==> src/rtl/dtp_pkg.sv <==
package dtp_pkg;

	localparam logic [7:0]  CHAR_TERM  = 8'h00;
	localparam logic [7:0]  CHAR_MINUS = 8'h2D;
	localparam logic [7:0]  CHAR_ZERO  = 8'h30;
	localparam logic [7:0]  CHAR_NINE  = 8'h39;
	localparam logic [15:0] ACC_LIMIT  = 16'd65534;
	localparam logic [15:0] YEAR_BASE  = 16'd2000;
	localparam logic [2:0]  FIELD_COUNT = 3'd6;

	typedef enum logic [2:0] {
		FLD_YEAR   = 3'd0,
		FLD_MONTH  = 3'd1,
		FLD_DAY    = 3'd2,
		FLD_HOUR   = 3'd3,
		FLD_MINUTE = 3'd4,
		FLD_SECOND = 3'd5
	} field_t;

	typedef enum logic [1:0] {
		OUTCOME_DATE  = 2'd0,
		OUTCOME_ZERO  = 2'd1,
		OUTCOME_ONES  = 2'd2
	} outcome_t;

	// Character handed from the input register to the parser.
	typedef struct packed {
		logic       valid;
		logic [7:0] code;
	} dtp_char_t;

	// Result handed from the parser to the output register.
	typedef struct packed {
		logic        valid;
		logic [31:0] packed_time;
		outcome_t    outcome;
	} dtp_result_t;

	typedef struct packed {
		logic [15:0] acc;
		logic        have_digits;
		logic [2:0]  taken;
		logic [7:0]  year;
		logic [3:0]  month;
		logic [4:0]  day;
		logic [4:0]  hour;
		logic [5:0]  minute;
		logic [5:0]  second;
		logic        range_err;
		logic        at_first;
		logic        minus;
	} dtp_state_t;

	localparam dtp_state_t STATE_RESET = '{
		acc: 16'd0, have_digits: 1'b0, taken: 3'd0, year: 8'd0, month: 4'd0,
		day: 5'd0, hour: 5'd0, minute: 6'd0, second: 6'd0, range_err: 1'b0,
		at_first: 1'b1, minus: 1'b0
	};

	// Days per month, with 29 allowed for February; codes outside 1..12 give 0.
	function automatic logic [4:0] month_days(input logic [3:0] m);
		logic [4:0] d;
		case (m)
			4'd1, 4'd3, 4'd5, 4'd7, 4'd8, 4'd10, 4'd12: d = 5'd31;
			4'd4, 4'd6, 4'd9, 4'd11:                   d = 5'd30;
			4'd2:                                      d = 5'd29;
			default:                                   d = 5'd0;
		endcase
		return d;
	endfunction

endpackage

==> src/rtl/dtp_in_reg.sv <==
module dtp_in_reg import dtp_pkg::*; (
	input  logic       clk,
	input  logic       arst_n,
	input  logic       in_valid,
	output logic       in_stall,
	input  logic [7:0] char_code,
	input  logic       out_busy,
	output dtp_char_t  chr
);

	logic       valid_s1;
	logic [7:0] code_s1;
	logic       advance;
	logic       load;

	// Only a terminator needs room in the output register.
	assign advance  = !(code_s1 == CHAR_TERM && out_busy);
	assign in_stall = valid_s1 && !advance;
	assign load     = in_valid && !in_stall;

	always_ff @(posedge clk or negedge arst_n) begin
		if (!arst_n) begin
			valid_s1 <= 1'b0;
		end else if (load) begin
			valid_s1 <= 1'b1;
		end else if (advance) begin
			valid_s1 <= 1'b0;
		end
	end

	always_ff @(posedge clk) begin
		if (load) begin
			code_s1 <= char_code;
		end
	end

	assign chr.valid = valid_s1 && advance;
	assign chr.code  = code_s1;

endmodule

==> src/rtl/dtp_parse_core.sv <==
module dtp_parse_core import dtp_pkg::*; (
	input  logic        clk,
	input  logic        arst_n,
	input  dtp_char_t   chr,
	output dtp_result_t res
);

	dtp_state_t st_q;
	dtp_state_t st_d;

	// Stores one finished number into the next field and, for every field but the year, checks its range.
	function automatic dtp_state_t capture(input dtp_state_t s, input logic [15:0] v);
		dtp_state_t r;
		logic [15:0] yv;
		r  = s;
		yv = (v >= YEAR_BASE) ? v - YEAR_BASE : v;
		case (s.taken)
			FLD_YEAR: begin
				r.year = yv[7:0];
			end
			FLD_MONTH: begin
				if (v < 16'd1 || v > 16'd12) r.range_err = 1'b1;
				r.month = v[3:0];
			end
			FLD_DAY: begin
				if (v < 16'd1 || v > {11'd0, month_days(s.month)}) r.range_err = 1'b1;
				r.day = v[4:0];
			end
			FLD_HOUR: begin
				if (v > 16'd23) r.range_err = 1'b1;
				r.hour = v[4:0];
			end
			FLD_MINUTE: begin
				if (v > 16'd59) r.range_err = 1'b1;
				r.minute = v[5:0];
			end
			FLD_SECOND: begin
				if (v > 16'd59) r.range_err = 1'b1;
				r.second = v[5:0];
			end
			default: begin
			end
		endcase
		if (s.taken < FIELD_COUNT) r.taken = s.taken + 3'd1;
		return r;
	endfunction

	dtp_state_t  cap;
	logic        minus;
	logic [19:0] acc_next;
	logic [3:0]  m_fix;
	logic [4:0]  d_fix;

	always_comb begin
		st_d            = st_q;
		cap             = st_q;
		minus           = st_q.minus;
		acc_next        = 20'd0;
		m_fix           = st_q.month;
		d_fix           = st_q.day;
		res.valid       = 1'b0;
		res.packed_time = 32'd0;
		res.outcome     = OUTCOME_ZERO;
		if (chr.valid) begin
			minus       = st_q.minus || (st_q.at_first && chr.code == CHAR_MINUS);
			st_d.at_first = 1'b0;
			st_d.minus  = minus;
			if (chr.code == CHAR_TERM) begin
				res.valid = 1'b1;
				if (minus) begin
					res.packed_time = '1;
					res.outcome     = OUTCOME_ONES;
				end else begin
					if (st_q.have_digits && st_q.taken < FIELD_COUNT) begin
						cap = capture(st_q, st_q.acc);
					end
					m_fix = cap.month;
					d_fix = cap.day;
					// 29 February outside a leap year rolls over to 1 March.
					if (m_fix == 4'd2 && d_fix == 5'd29 && cap.year[1:0] != 2'd0) begin
						m_fix = 4'd3;
						d_fix = 5'd1;
					end
					if (cap.taken == FIELD_COUNT && !cap.range_err) begin
						res.packed_time = {cap.year[5:0], m_fix, d_fix, cap.hour,
							cap.minute, cap.second};
						res.outcome     = OUTCOME_DATE;
					end
				end
				st_d = STATE_RESET;
			end else if (!minus && st_q.taken < FIELD_COUNT) begin
				if (chr.code >= CHAR_ZERO && chr.code <= CHAR_NINE) begin
					acc_next = {16'd0, chr.code[3:0]};
					if (st_q.have_digits) begin
						acc_next = {1'b0, st_q.acc, 3'd0} + {3'd0, st_q.acc, 1'b0}
							+ {16'd0, chr.code[3:0]};
					end
					st_d.acc = (acc_next > {4'd0, ACC_LIMIT}) ? ACC_LIMIT : acc_next[15:0];
					st_d.have_digits = 1'b1;
				end else if (st_q.have_digits) begin
					st_d             = capture(st_q, st_q.acc);
					st_d.at_first    = 1'b0;
					st_d.acc         = 16'd0;
					st_d.have_digits = 1'b0;
				end
			end
		end
	end

	always_ff @(posedge clk or negedge arst_n) begin
		if (!arst_n) begin
			st_q <= STATE_RESET;
		end else begin
			st_q <= st_d;
		end
	end

endmodule

==> src/rtl/dtp_out_reg.sv <==
module dtp_out_reg import dtp_pkg::*; (
	input  logic        clk,
	input  logic        arst_n,
	input  dtp_result_t res,
	output logic        out_valid,
	input  logic        out_stall,
	output logic [31:0] packed_time,
	output logic [1:0]  outcome
);

	logic        valid_q;
	logic [31:0] packed_q;
	outcome_t    outcome_q;

	always_ff @(posedge clk or negedge arst_n) begin
		if (!arst_n) begin
			valid_q <= 1'b0;
		end else begin
			valid_q <= res.valid || (valid_q && out_stall);
		end
	end

	// The input side holds back a terminator while this register is full and stalled.
	always_ff @(posedge clk) begin
		if (res.valid) begin
			packed_q  <= res.packed_time;
			outcome_q <= res.outcome;
		end
	end

	assign out_valid   = valid_q;
	assign packed_time = packed_q;
	assign outcome     = outcome_q;

endmodule

==> src/rtl/datetime_text_parser.sv <==
// Date-time text parser: takes one character per cycle while the input is not
// stalled, with a zero byte ending the text, and gives one packed time word
// and an outcome code per text. The terminator of a text is registered in the
// input register, passes the parser, and its result is registered in the
// output register. The input stalls only when a terminator waits in the input
// register while the output register still holds an untaken, stalled result.
module datetime_text_parser import dtp_pkg::*; (
	input  logic        clk,
	input  logic        arst_n,
	input  logic        in_valid,
	output logic        in_stall,
	input  logic [7:0]  char_code,
	output logic        out_valid,
	input  logic        out_stall,
	output logic [31:0] packed_time,
	output logic [1:0]  outcome
);

	dtp_char_t   chr;
	dtp_result_t res;
	logic        out_busy;

	assign out_busy = out_valid && out_stall;

	dtp_in_reg u_in_reg (
		.clk       (clk),
		.arst_n    (arst_n),
		.in_valid  (in_valid),
		.in_stall  (in_stall),
		.char_code (char_code),
		.out_busy  (out_busy),
		.chr       (chr)
	);

	dtp_parse_core u_parse_core (
		.clk    (clk),
		.arst_n (arst_n),
		.chr    (chr),
		.res    (res)
	);

	dtp_out_reg u_out_reg (
		.clk         (clk),
		.arst_n      (arst_n),
		.res         (res),
		.out_valid   (out_valid),
		.out_stall   (out_stall),
		.packed_time (packed_time),
		.outcome     (outcome)
	);

endmodule
==> config.mk <==
export PLATFORM = sky130hd
export DESIGN_NAME = datetime_text_parser
export DESIGN_NICKNAME = d
export VERILOG_FILES = /design/src/rtl/dtp_pkg.sv /design/src/rtl/dtp_in_reg.sv /design/src/rtl/dtp_parse_core.sv /design/src/rtl/dtp_out_reg.sv /design/src/rtl/datetime_text_parser.sv
export SDC_FILE = /design/constraint.sdc
export NUM_CORES = 1
export LEC_CHECK = 0
export BUFFER_PORTS_ARGS = -buffer_cell sky130_fd_sc_hd__buf_2
export CORE_MARGIN = 2
export CORE_UTILIZATION = 39
export CTS_BUF_LIST = sky130_fd_sc_hd__clkbuf_8 sky130_fd_sc_hd__clkbuf_16
export DETAILED_ROUTE_END_ITERATION = 8
export GPL_TIMING_DRIVEN = 0
export SYNTH_ARGS = -nofsm -noshare
export SYNTH_HDL_FRONTEND = slang
export SYNTH_HIERARCHICAL = 1
export SYNTH_SLANG_ARGS = --single-unit
==> constraint.sdc <==
create_clock -name clk -period 4.2 [get_ports clk]
set_input_delay 0.42 -clock clk [delete_from_list [all_inputs] [get_ports clk]]
set_output_delay 0.42 -clock clk [all_outputs]
set_load 0.01 [all_outputs]
Yosys cells after proc, flatten, opt, wreduce, memory -nomap -nowiden
Memories as Yosys holds them, arrays and structs flattened.
Index checks and enable logic that the tools add are counted.
{"block": "word_totals", "mem_count": 2, "out_inout_bits": 36, "mem_bits_ro": 160, "regBits": 101, "in_bits": 12, "word_cells": 131}
{"name": "(no name shown)", "words": 16, "word_bits": 5, "read_ports": 1, "rd_clocked_by_memory_dff": 0, "write_ports": 0, "line_no": "dtp_pkg.sv:63", "source": "case (m)"}
{"name": "(no name shown)", "words": 16, "word_bits": 5, "read_ports": 1, "rd_clocked_by_memory_dff": 0, "write_ports": 0, "line_no": "dtp_pkg.sv:63"}
{"block": "classes", "add_sub_neg": 4, "muxes": 49, "magnitude_cmp": 11, "reduce_logical": 35, "eq_ne": 13}
{"cell": "2-to-1 mux 40 bit", "n": 5}
{"cell": "2-to-1 mux 57 bit", "n": 3}
{"cell": "2-to-1 mux 20 bit", "n": 5}
{"cell": "2-to-1 mux 35 bit", "n": 2}
{"cell": "2-to-1 mux 5 bit", "n": 14}
{"cell": "2-to-1 mux 34 bit", "n": 2}
{"cell": "greater-than comparator 16 x 5 -> 1 bit", "n": 2}
{"cell": "adder 19 x 17 -> 20 bit", "n": 1}
{"cell": "adder 20 x 4 -> 20 bit", "n": 1}
{"cell": "greater-than comparator 20 x 16 -> 1 bit, second input constant", "n": 1}
{"cell": "2-to-1 mux 17 bit", "n": 1}
{"cell": ">= comparator 16 x 11 -> 1 bit, second input constant", "n": 1}
{"cell": "greater-than comparator 16 x 4 -> 1 bit, second input constant", "n": 1}
{"cell": "greater-than comparator 16 x 5 -> 1 bit, second input constant", "n": 1}
{"cell": "greater-than comparator 16 x 6 -> 1 bit, second input constant", "n": 1}
{"cell": "< comparator 16 x 1 -> 1 bit, second input constant", "n": 1}
{"cell": "2-to-1 mux 16 bit", "n": 1}
{"cell": "2-to-1 mux 8 bit", "n": 2}
{"cell": "logical AND 1 bit", "n": 12}
{"cell": "2-to-1 mux 6 bit", "n": 2}
{"cell": "== test 3 bit, second input constant", "n": 3}
{"cell": "== test 8 x 6 -> 1 bit, second input constant", "n": 1}
{"cell": ">= comparator 8 x 6 -> 1 bit, second input constant", "n": 1}
{"cell": "<= comparator 8 x 6 -> 1 bit, second input constant", "n": 1}
{"cell": "27 further kinds", "n": 47}

Longest topological paths before layout
Gate-level depths: netlist of the first run.
{"block": "logic_depth", "depth_word": 23, "mapped_depth": 13, "depth_no_buf": 12}

Hierarchy
Netlist of the first run, hierarchy kept.
{"mod": "dtp_parse_core", "seq_area_each_um2": 1377.6, "instances": 1, "cells_per_inst": 501, "area_each_um2": 4444.3}
{"mod": "dtp_out_reg", "seq_area_each_um2": 1046.0, "instances": 1, "cells_per_inst": 36, "area_each_um2": 1053.5}
{"mod": "dtp_in_reg", "seq_area_each_um2": 265.3, "instances": 1, "cells_per_inst": 19, "area_each_um2": 339.1}
{"mod": "datetime_text_parser", "seq_area_each_um2": 0.0, "instances": 1, "cells_per_inst": 1, "area_each_um2": 6.3}

Worst setup path before layout of the first run
No wires, ideal clock.
{"block": "synth_path", "path_type": "reg2reg", "startpoint": "register u_in_reg.code_s1[3]", "endpoint": "register u_parse_core/st_q[55] in the netlist's numbering", "setup_slack_ps": 999, "n_path_buf": 1, "required_ps": 4073, "stages_incl_launch_ff": 12, "period_less_slack_ps": 3201, "t_arrival_ps": 3075, "setup_time_ps": 127, "cell_sequence": "edfxtp_1 fa_1 ha_1 a21o_1 a21oi_1 o21ai_1 a21bo_2 a311oi_2 nand3b_2 and2_1 buf_2 a221o_2"}
{"block": "synth_between", "elab_chain_len": 11, "word_cells_on_any_way": 26, "classes_between": "add/sub: 1; order compare: 3; eq/ne: 1; mux: 9; reduce/logical: 12"}
{"item": "start, declared", "line_no": "dtp_in_reg.sv:12", "source": "logic [7:0] code_s1;"}
{"item": "start signal, assigned", "line_no": "dtp_in_reg.sv:33", "source": "code_s1 <= char_code;"}
{"item": "adder 20 x 4 -> 20 bit", "line_no": "dtp_parse_core.sv:96", "source": "+ {16'd0, chr.code[3:0]};"}
{"item": "2-to-1 mux 20 bit", "line_no": "dtp_parse_core.sv:94", "source": "if (st_q.have_digits) begin"}
{"item": "2-to-1 mux 20 bit", "line_no": "dtp_parse_core.sv:92", "source": "if (chr.code >= CHAR_ZERO && chr.code <= CHAR_NINE) begin"}
{"item": "2-to-1 mux 20 bit", "line_no": "dtp_parse_core.sv:91", "source": "end else if (!minus && st_q.taken < FIELD_COUNT) begin"}
{"item": "2-to-1 mux 20 bit", "line_no": "dtp_parse_core.sv:68", "source": "if (chr.code == CHAR_TERM) begin"}
{"item": "2-to-1 mux 20 bit", "line_no": "dtp_parse_core.sv:64", "source": "if (chr.valid) begin"}
{"item": "greater-than comparator 20 x 16 -> 1 bit", "line_no": "dtp_parse_core.sv:98", "source": "st_d.acc = (acc_next > {4'd0, ACC_LIMIT}) ? ACC_LIMIT : acc_next[15:0];"}
{"item": "2-to-1 mux 16 bit", "line_no": "dtp_parse_core.sv:98"}
{"item": "2-to-1 mux 17 bit", "line_no": "dtp_parse_core.sv:92"}
{"item": "2-to-1 mux 57 bit", "line_no": "dtp_parse_core.sv:91"}
{"item": "2-to-1 mux 57 bit", "line_no": "dtp_parse_core.sv:68"}
{"item": "end signal, assigned", "line_no": "dtp_parse_core.sv:114", "source": "st_q <= st_d;"}
{"item": "end, declared", "line_no": "dtp_parse_core.sv:8", "source": "dtp_state_t st_q;"}
Parallel ways exist; a longest one is shown, timed or not. The select of a mux whose other input is x is not followed.
A chain may end at the register's enable or synchronous reset.

Worst setup path in the final report of the first run
Same ends and word-level chain as after synthesis.

==> reports/qor.txt, run 1 <==
CTS tree -> built
Ys Warns -> 6
Period minus WS final -> 3.52 ns
Clock power share -> 34.3%
Core box area -> 14600 um^2
Total grt overflow -> 0
Initial drt markers -> 302
Setup bufs post-CTS -> 0
Die height -> 126 um
Share of the clock period used by the worst path -> 83.9%
First-pass GRT wire length -> 22900 um
DR vias -> 4491
CP endpoint kind -> register
Dpl cell area -> 6310 um^2
Status -> complete, no violations
Total die area -> 16000 um^2
GP Congestion -> 0.926
Sequential group share of total power -> 49.8%
Multi-input logic area -> 2970 um^2
Peak supply drop -> 178 uV
Fin util -> 45.2%
Antenna violations before repair -> 0
Most common cell after layout, fill and taps aside -> nand2_1
Syn_area_per_cell -> 10.5 um^2
CTS buffer count -> 9
Fin cells -> 805
Fmax -> 284 MHz
Synth area leaders -> dfrtp_1 24%, edfxtp_1 22%, ha_1 8.8%
Crit path arrival time -> 3.75 ns
ANT cells -> 0
Detailed Routing Iterations Pass 1 -> 5
CTS Root Cell -> clkbuf_16
Yosys reg bits -> 99
Final ANT Viol Nets -> 0
Actual slew at the worst max-slew pin -> 0.806 ns
Num rows -> 44
Vias/cell -> 5.58
Post-route cell area -> 6600 um^2
Post-Syn Nets -> 612
Synth Cell Area -> 5840 um^2
Setup TNS -> 0 ns
Worst Path Required -> 4.43 ns
CTS HTree Levels -> 3
Cells after Synth -> 557
Clk_lat worst skew -> 0.35 ns
Final Net Count -> 671
Post-synth EDFFs -> 42
Post-DP HPWL -> 10000 um
Crit path max fanout -> 7
FF/Latch Area -> 2690 um^2
Async SR Flop Fraction -> 57.6%
Pins Over Slew Limit -> 0
Rel. slew slack -> 46.0%
Total track usage -> 17.6%
Detailed Route WL -> 13500 um
Tot Pwr -> 2.14 mW
Initial Util -> 40.1%
RSZ-0062 raised after global routing -> false
Layout cells sized above 1 -> 15.3%
Post_cts resized -> 0
Number of global-route vias before repair -> 4539
Clock Sinks -> 99
I/O Pins -> 48
DRC viols -> 0
Combinational power share -> 15.9%
Final Setup Violations -> 0
Avg WL per Cell -> 16.7 um
Post-CTS Hold Buffers -> 0
Die outline width -> 126 um
Leakage dissipation -> 2.96 nW
MaxCap Viol Count -> 0
Post-synthesis cell type count -> 70
Area Overhead vs Synth -> 13.0%
Fin. Hold Viols -> 0
Inst Count DP -> 788
CP Launch Type -> register
Seq/Total Area, Yosys -> 46.0%
Top cell type's share of synthesized area -> 24.0%
Power Density -> 324 nW/um^2
Switching power -> 0.599 mW
I/O Buffers -> 47
Yosys top cell by area -> dfrtp_1
Maximum clock insertion buffer count -> 2
Clk slew on worst S/H paths -> 0.07 ns
Final setup skew -> 0.00509 ns
Min-delay worst type -> input pin to asynchronous set/reset pin
Sw frac -> 28.0%
Commonest non-fill, non-tap cells in the layout -> 73 x nand2_1, 56 x dfrtp_1, 48 x buf_2
Largest net degree at the start of global routing -> 58
Synth Flop Type -> dfrtp_1
Internal Power -> 1.54 mW
Crit path kind -> register to register
Filler Cells Inserted -> 1366
[synth_stat cells, drive strengths merged (3+ instances only)]
cell    number
nor2        27
o211ai       4
mux2i       20
nor4         7
dfrtp       56
o31ai        4
nor2b        6
a31o         3
nor3        10
a21oi       34
clkbuf      20
nand3        8
and2         4
inv         20
a21o         9
or3          4
o21ai       35
nand4        4
xnor2        8
or4          3
nand2       73
ha          41
o22ai        4
and3         6
buf          4
a221o        7
a22o        33
edfxtp      42
a211oi       6
xor2         6
a31oi       17
[routing by layer]
| layer | GRT usage (%) | vias up | routed length, um |
|---|---|---|---|
| li1 | - | 2219 | - |
| met1 | 24.3 | 2144 | 6290 |
| met2 | 27.9 | 113 | 6310 |
| met3 | 3.80 | 15 | 666 |
| met4 | 5.37 | 0 | 189 |
| met5 | 0 | - | 0 |
[critical path, stage by stage (launching register included)]
cell,delay [ns]
edfxtp_1,0.51
fa_1,0.57
ha_1,0.32
a21o_1,0.16
a21oi_1,0.23
o21ai_1,0.17
a21bo_2,0.26
a311oi_2,0.32
nand3b_2,0.20
and2_1,0.20
buf_2,0.15
a221o_2,0.30
[flip-flops by register name (all words and copies together), names as in the netlist]
signal,cells
u_parse_core/st_q,55
u_in_reg/valid_s1,1
u_in_reg/code_s1,8
u_out_reg/out_valid,1
u_out_reg/outcome,2
u_out_reg/packed_time,32
[power by group through the flow]
| stage | clock network [mW] | registers (mW) | logic, mW |
|---|---|---|---|
| 2_1_floorplan | 0 | 1.07 | 0.242 |
| 3_3_place_gp | 0 | 1.08 | 0.324 |
| 3_5_place_dp | 0 | 1.08 | 0.335 |
| 4_1_cts | 0.757 | 1.07 | 0.336 |
| 5_1_grt | 0.802 | 1.07 | 0.381 |
| 6_report | 0.734 | 1.07 | 0.339 |
[cell families (layout without fill, tap and decap cells)]
kind of cell | after synthesis | after routing | share of synthesized area, %
fa+ha+maj | 43 | 43 | 9.46
simple gates | 164 | 164 | 14.5
xor+xnor | 14 | 14 | 2.10
mux | 21 | 21 | 3.62
compound gates | 172 | 172 | 21.2
buf+inv | 44 | 108 | 3.13
flops | 99 | 99 | 46.0
[metrics by stage]
step / hold slack [ns] / setup WS, ns
floorplan: 0.124 / 0.999
global placement: 0.468 / 0.547
detailed placement: 0.481 / 0.274
CTS: 0.231 / 0.324
global route: 0.190 / 0.418
finish: 0.132 / 0.676
[final timing paths]
kind / end / slack, ns / cells after the start / startpoint
min in group clk: u_in_reg/code_s1[0] / 0.24 / 1 / char_code[0]
max: u_parse_core/st_q[55] / 0.68 / 11 / u_in_reg/code_s1[3]
max in group asynchronous: u_parse_core/st_q[56] / 3.60 / 1 / arst_n
max reg2reg: u_parse_core/st_q[55] / 0.68 / 11 / u_in_reg/code_s1[3]
min reg2reg: u_parse_core/st_q[34] / 0.49 / 2 / u_parse_core/st_q[34]
min: u_parse_core/st_q[14] / 0.13 / 1 / arst_n
[area by class of cell]
| type | count | area share (%) |
|---|---|---|
| multi-input cells | 414 | 45.0 |
| flip-flops and latches | 99 | 40.7 |
| repair buffers | 48 | 4.02 |
| well taps | 184 | 3.49 |
| clock buffers | 9 | 3.41 |
| plain buffers | 24 | 1.63 |
| inverters | 20 | 1.14 |
| clock inverters | 7 | 0.569 |
Power figures use the tool's default switching activity.
==> inputs of run 2 (changes only) <==
--- a/config.mk
+++ b/config.mk
@@ -5,6 +5,7 @@
 export SDC_FILE = /design/constraint.sdc
 export NUM_CORES = 1
 export LEC_CHECK = 0
+export ABC_AREA = 1
 export BUFFER_PORTS_ARGS = -buffer_cell sky130_fd_sc_hd__buf_2
 export CORE_MARGIN = 2
 export CORE_UTILIZATION = 39
==> constraint.sdc (replaced) <==
create_clock -name clk -period 3.65 [get_ports clk]
set_input_delay 0.365 -clock clk [delete_from_list [all_inputs] [get_ports clk]]
set_output_delay 0.365 -clock clk [all_outputs]
set_load 0.01 [all_outputs]
==> reports/qor.txt, run 2 <==
Status -> complete, no violations
Inst Count DP -> 1194 (+52%)
Async SR Flop Fraction -> 57.6% (unchanged)
Seq/Total Area, Yosys -> 39.1% (-6.9 points)
CP Cell Sequence -> fa_1 -> fa_1 -> nand3_2 -> nand2_2 -> nand2_2 -> nand2_2 -> nand3_1 -> nand3b_1 -> nand3_2 -> nand2_4 -> nor2_8 -> buf_12 -> nand3_2 -> nand2_1 -> nand2_1
First-pass GRT wire length -> 27800 um (+21%)
Initial drt markers -> 407 (+35%)
Post-CTS Hold Buffers -> 0 (unchanged)
Combinational power share -> 41.2% (+25 points)
Post-synthesis cell type count -> 45 (-36%)
MaxCap Viol Count -> 0 (unchanged)
Final Setup Violations -> 0 (unchanged)
Reg with most FFs -> u_parse_core/st_q
Tot Pwr -> 4.19 mW (+96%)
Avg WL per Cell -> 13.7 um (-18%)
Internal Power -> 2.46 mW (+60%)
Top cells by count, synth -> 243 x nand2_1, 122 x nor2_1, 112 x inv_1
Leakage dissipation -> 3.77 nW (+27%)
Fmax -> 330 MHz (+16%)
WL met3 -> 796 um (+20%)
Crit path max fanout -> 10 (+3)
Crit path kind -> register to register
Antenna violations before repair -> 0 (unchanged)
Max reg flops -> 55 (unchanged)
Layout cells sized above 1 -> 15.2% (-0.069 points)
Vias/cell -> 4.98 (-11%)
Worst Path Required -> 3.89 ns (-0.54 ns)
Cells after Synth -> 921 (+65%)
Worst Path Buf+Inv -> 1 (unchanged)
Final setup skew -> 0.00936 ns (+0.00428 ns)
Die outline width -> 137 um (+8.2%)
Ys Warns -> 6 (unchanged)
Peak supply drop -> 307 uV (+73%)
Most common cell in the netlist -> nand2_1
Clock power share -> 22.7% (-12 points)
Rel. slew slack -> 49.8% (+3.8 points)
Clk slew on worst S/H paths -> 0.07 ns (about the same)
Num rows -> 48 (+9.1%)
Post-Syn Nets -> 976 (+59%)
Synth area leaders -> dfrtp_1 20%, edfxtp_1 18%, nand2_1 13%
Number of global-route vias before repair -> 5704 (+26%)
Area Overhead vs Synth -> 12.2%
Detailed Routing Iterations Pass 1 -> 5 (unchanged)
DR vias -> 6027 (+34%)
Initial Util -> 39.8% (-0.27 points)
DP Worst Slack -> 0.636 ns (+0.362 ns)
Pins Over Slew Limit -> 0 (unchanged)
Post-Route M1 WL -> 8170 um (+30%)
Clk_lat worst skew -> 0.36 ns (about the same)
I/O Buffers -> 47 (unchanged)
Period minus WS final -> 3.03 ns (-0.497 ns)
Share of the clock period used by the worst path -> 82.9% (-0.98 points)
Syn_area_per_cell -> 7.47 um^2 (-29%)
Fin cells -> 1210 (+50%)
Metal2 WL -> 7400 um (+17%)
Post-synth EDFFs -> 42 (unchanged)
Post_cts resized -> 0 (unchanged)
CTS Root Cell -> clkbuf_16
Commonest non-fill, non-tap cells in the layout -> 243 x nand2_1, 121 x nor2_1, 113 x inv_1
Yosys reg bits -> 99 (unchanged)
Yosys top cell by area -> dfrtp_1
Actual slew at the worst max-slew pin -> 0.753 ns (-0.0531 ns)
Sw frac -> 41.4% (+13 points)
GP Congestion -> 0.904 (-2.4%)
Synth Cell Area -> 6880 um^2 (+18%)
Crit path arrival time -> 3.27 ns (-0.48 ns)
Detailed Route WL -> 16600 um (+23%)
CP max stage delay -> 0.57 ns (about the same)
CTS HTree Levels -> 3 (unchanged)
Sequential group share of total power -> 36.1% (-14 points)
Core box area -> 17300 um^2 (+19%)
I/O Pins -> 48 (unchanged)
Total grt overflow -> 0 (unchanged)
Final ANT Viol Nets -> 0 (unchanged)
Fin. Hold Viols -> 0 (unchanged)
CP Launch Type -> register
Most common cell after layout, fill and taps aside -> nand2_1
ANT cells -> 0 (unchanged)
Setup bufs post-CTS -> 0 (unchanged)
CTS buffer count -> 9 (unchanged)
CP endpoint kind -> register
Top cell type's share of synthesized area -> 20.4% (-3.6 points)
RSZ-0062 raised after global routing -> false
Setup ws final -> 0.623 ns (-0.0529 ns)
Switching power -> 1.73 mW (+190%)
Synth Flop Type -> dfrtp_1
CTS tree -> built
Die height -> 137 um (+8.2%)
DRC viols -> 0 (unchanged)
Post-DP HPWL -> 12600 um (+26%)
Fin util -> 44.6% (-0.60 points)
Max Used Layer -> met4
Min-delay worst type -> input pin to asynchronous set/reset pin
Clock Sinks -> 99 (unchanged)
Total die area -> 18700 um^2 (+17%)
Maximum clock insertion buffer count -> 2 (unchanged)
Total track usage -> 18.9% (+1.3 points)
Final Net Count -> 1035 (+54%)
CP max stage cell -> dfrtp_1
Largest net degree at the start of global routing -> 58 (unchanged)
Critical path's top delay family -> simple AND/OR/NAND/NOR gates
Power Density -> 543 nW/um^2 (+67%)
Setup TNS -> 0 ns (unchanged)
==> run 2: cell count changes after synthesis, sizes merged, moves of 12 or more <==
cell	delta
nand3	+50
nor2	+110
a31oi	-17
buf	+16
o21ai	+51
a21oi	+12
mux2i	-20
inv	+100
nand2	+187
a22o	-33
clkbuf	-13
==> run 2: logic make-up (layout without fill, tap and decap cells) <==
group           Yosys count  after routing  synth area share, %
xor+xnor                  1              1                0.127
fa+ha+maj                43             43                 8.04
compound gates          152            152                 12.0
buf+inv                 147            211                 8.87
flops                    99             99                 39.1
simple gates            479            479                 31.9
==> run 2: area by class of cell <==
| cell class | count | area (um^2) |
|---|---|---|
| flip-flops and latches | 99 | 2690 |
| inverters | 120 | 450 |
| fillers | 1819 | 9570 |
| clock buffers | 10 | 239 |
| repair buffers | 48 | 258 |
| plain buffers | 27 | 160 |
| clock inverters | 6 | 56.3 |
| multi-input cells | 675 | 3590 |
| well taps | 225 | 282 |
==> run 2: per-layer routing <==
layer | vias to the layer above | track usage (%)
met5 | - | 0
met4 | 0 | 4.81
met3 | 13 | 3.56
met2 | 128 | 29.4
met1 | 2780 | 27.2
li1 | 3106 | -
==> run 2: stage by stage <==
stage | hold slack (ns) | area (um^2)
after detailed placement | 0.479 | 7420
after global placement | 0.471 | 7400
after floorplan | 0.0694 | 6880
after global routing | 0.141 | 7720
final | 0.0751 | 7720
after CTS | 0.165 | 7720
==> run 2: worst reg2reg max path: cells and delay by family, from the launching register on <==
kind | cells | cell delay (ns)
flops | 1 | 0.57
fa+ha+maj | 2 | 1.07
buf+inv | 1 | 0.16
simple gates | 12 | 1.11
==> run 2: final timing paths <==
| path | cells past startpoint | from | end | slack [ns] |
|---|---|---|---|---|
| worst max-delay path | 15 | u_parse_core/st_q[43] | u_parse_core/st_q[44] | 0.62 |
| worst min-delay path | 1 | arst_n | u_parse_core/st_q[22] | 0.08 |
| worst max register to register | 15 | u_parse_core/st_q[43] | u_parse_core/st_q[44] | 0.62 |
| worst min register to register | 2 | u_parse_core/st_q[1] | u_parse_core/st_q[1] | 0.48 |
| max in group asynchronous | 1 | arst_n | u_parse_core/st_q[6] | 3.07 |
| min in group clk | 1 | char_code[6] | u_in_reg/code_s1[6] | 0.18 |
==> run 2: power by group through the flow <==
stage | Clock [mW] | Sequential [mW] | Combinational (mW)
3_5_place_dp | 0 | 1.53 | 1.71
3_3_place_gp | 0 | 1.53 | 1.70
2_1_floorplan | 0 | 1.47 | 1.33
6_report | 0.952 | 1.51 | 1.73
5_1_grt | 1.01 | 1.54 | 2.00
4_1_cts | 0.977 | 1.51 | 1.72
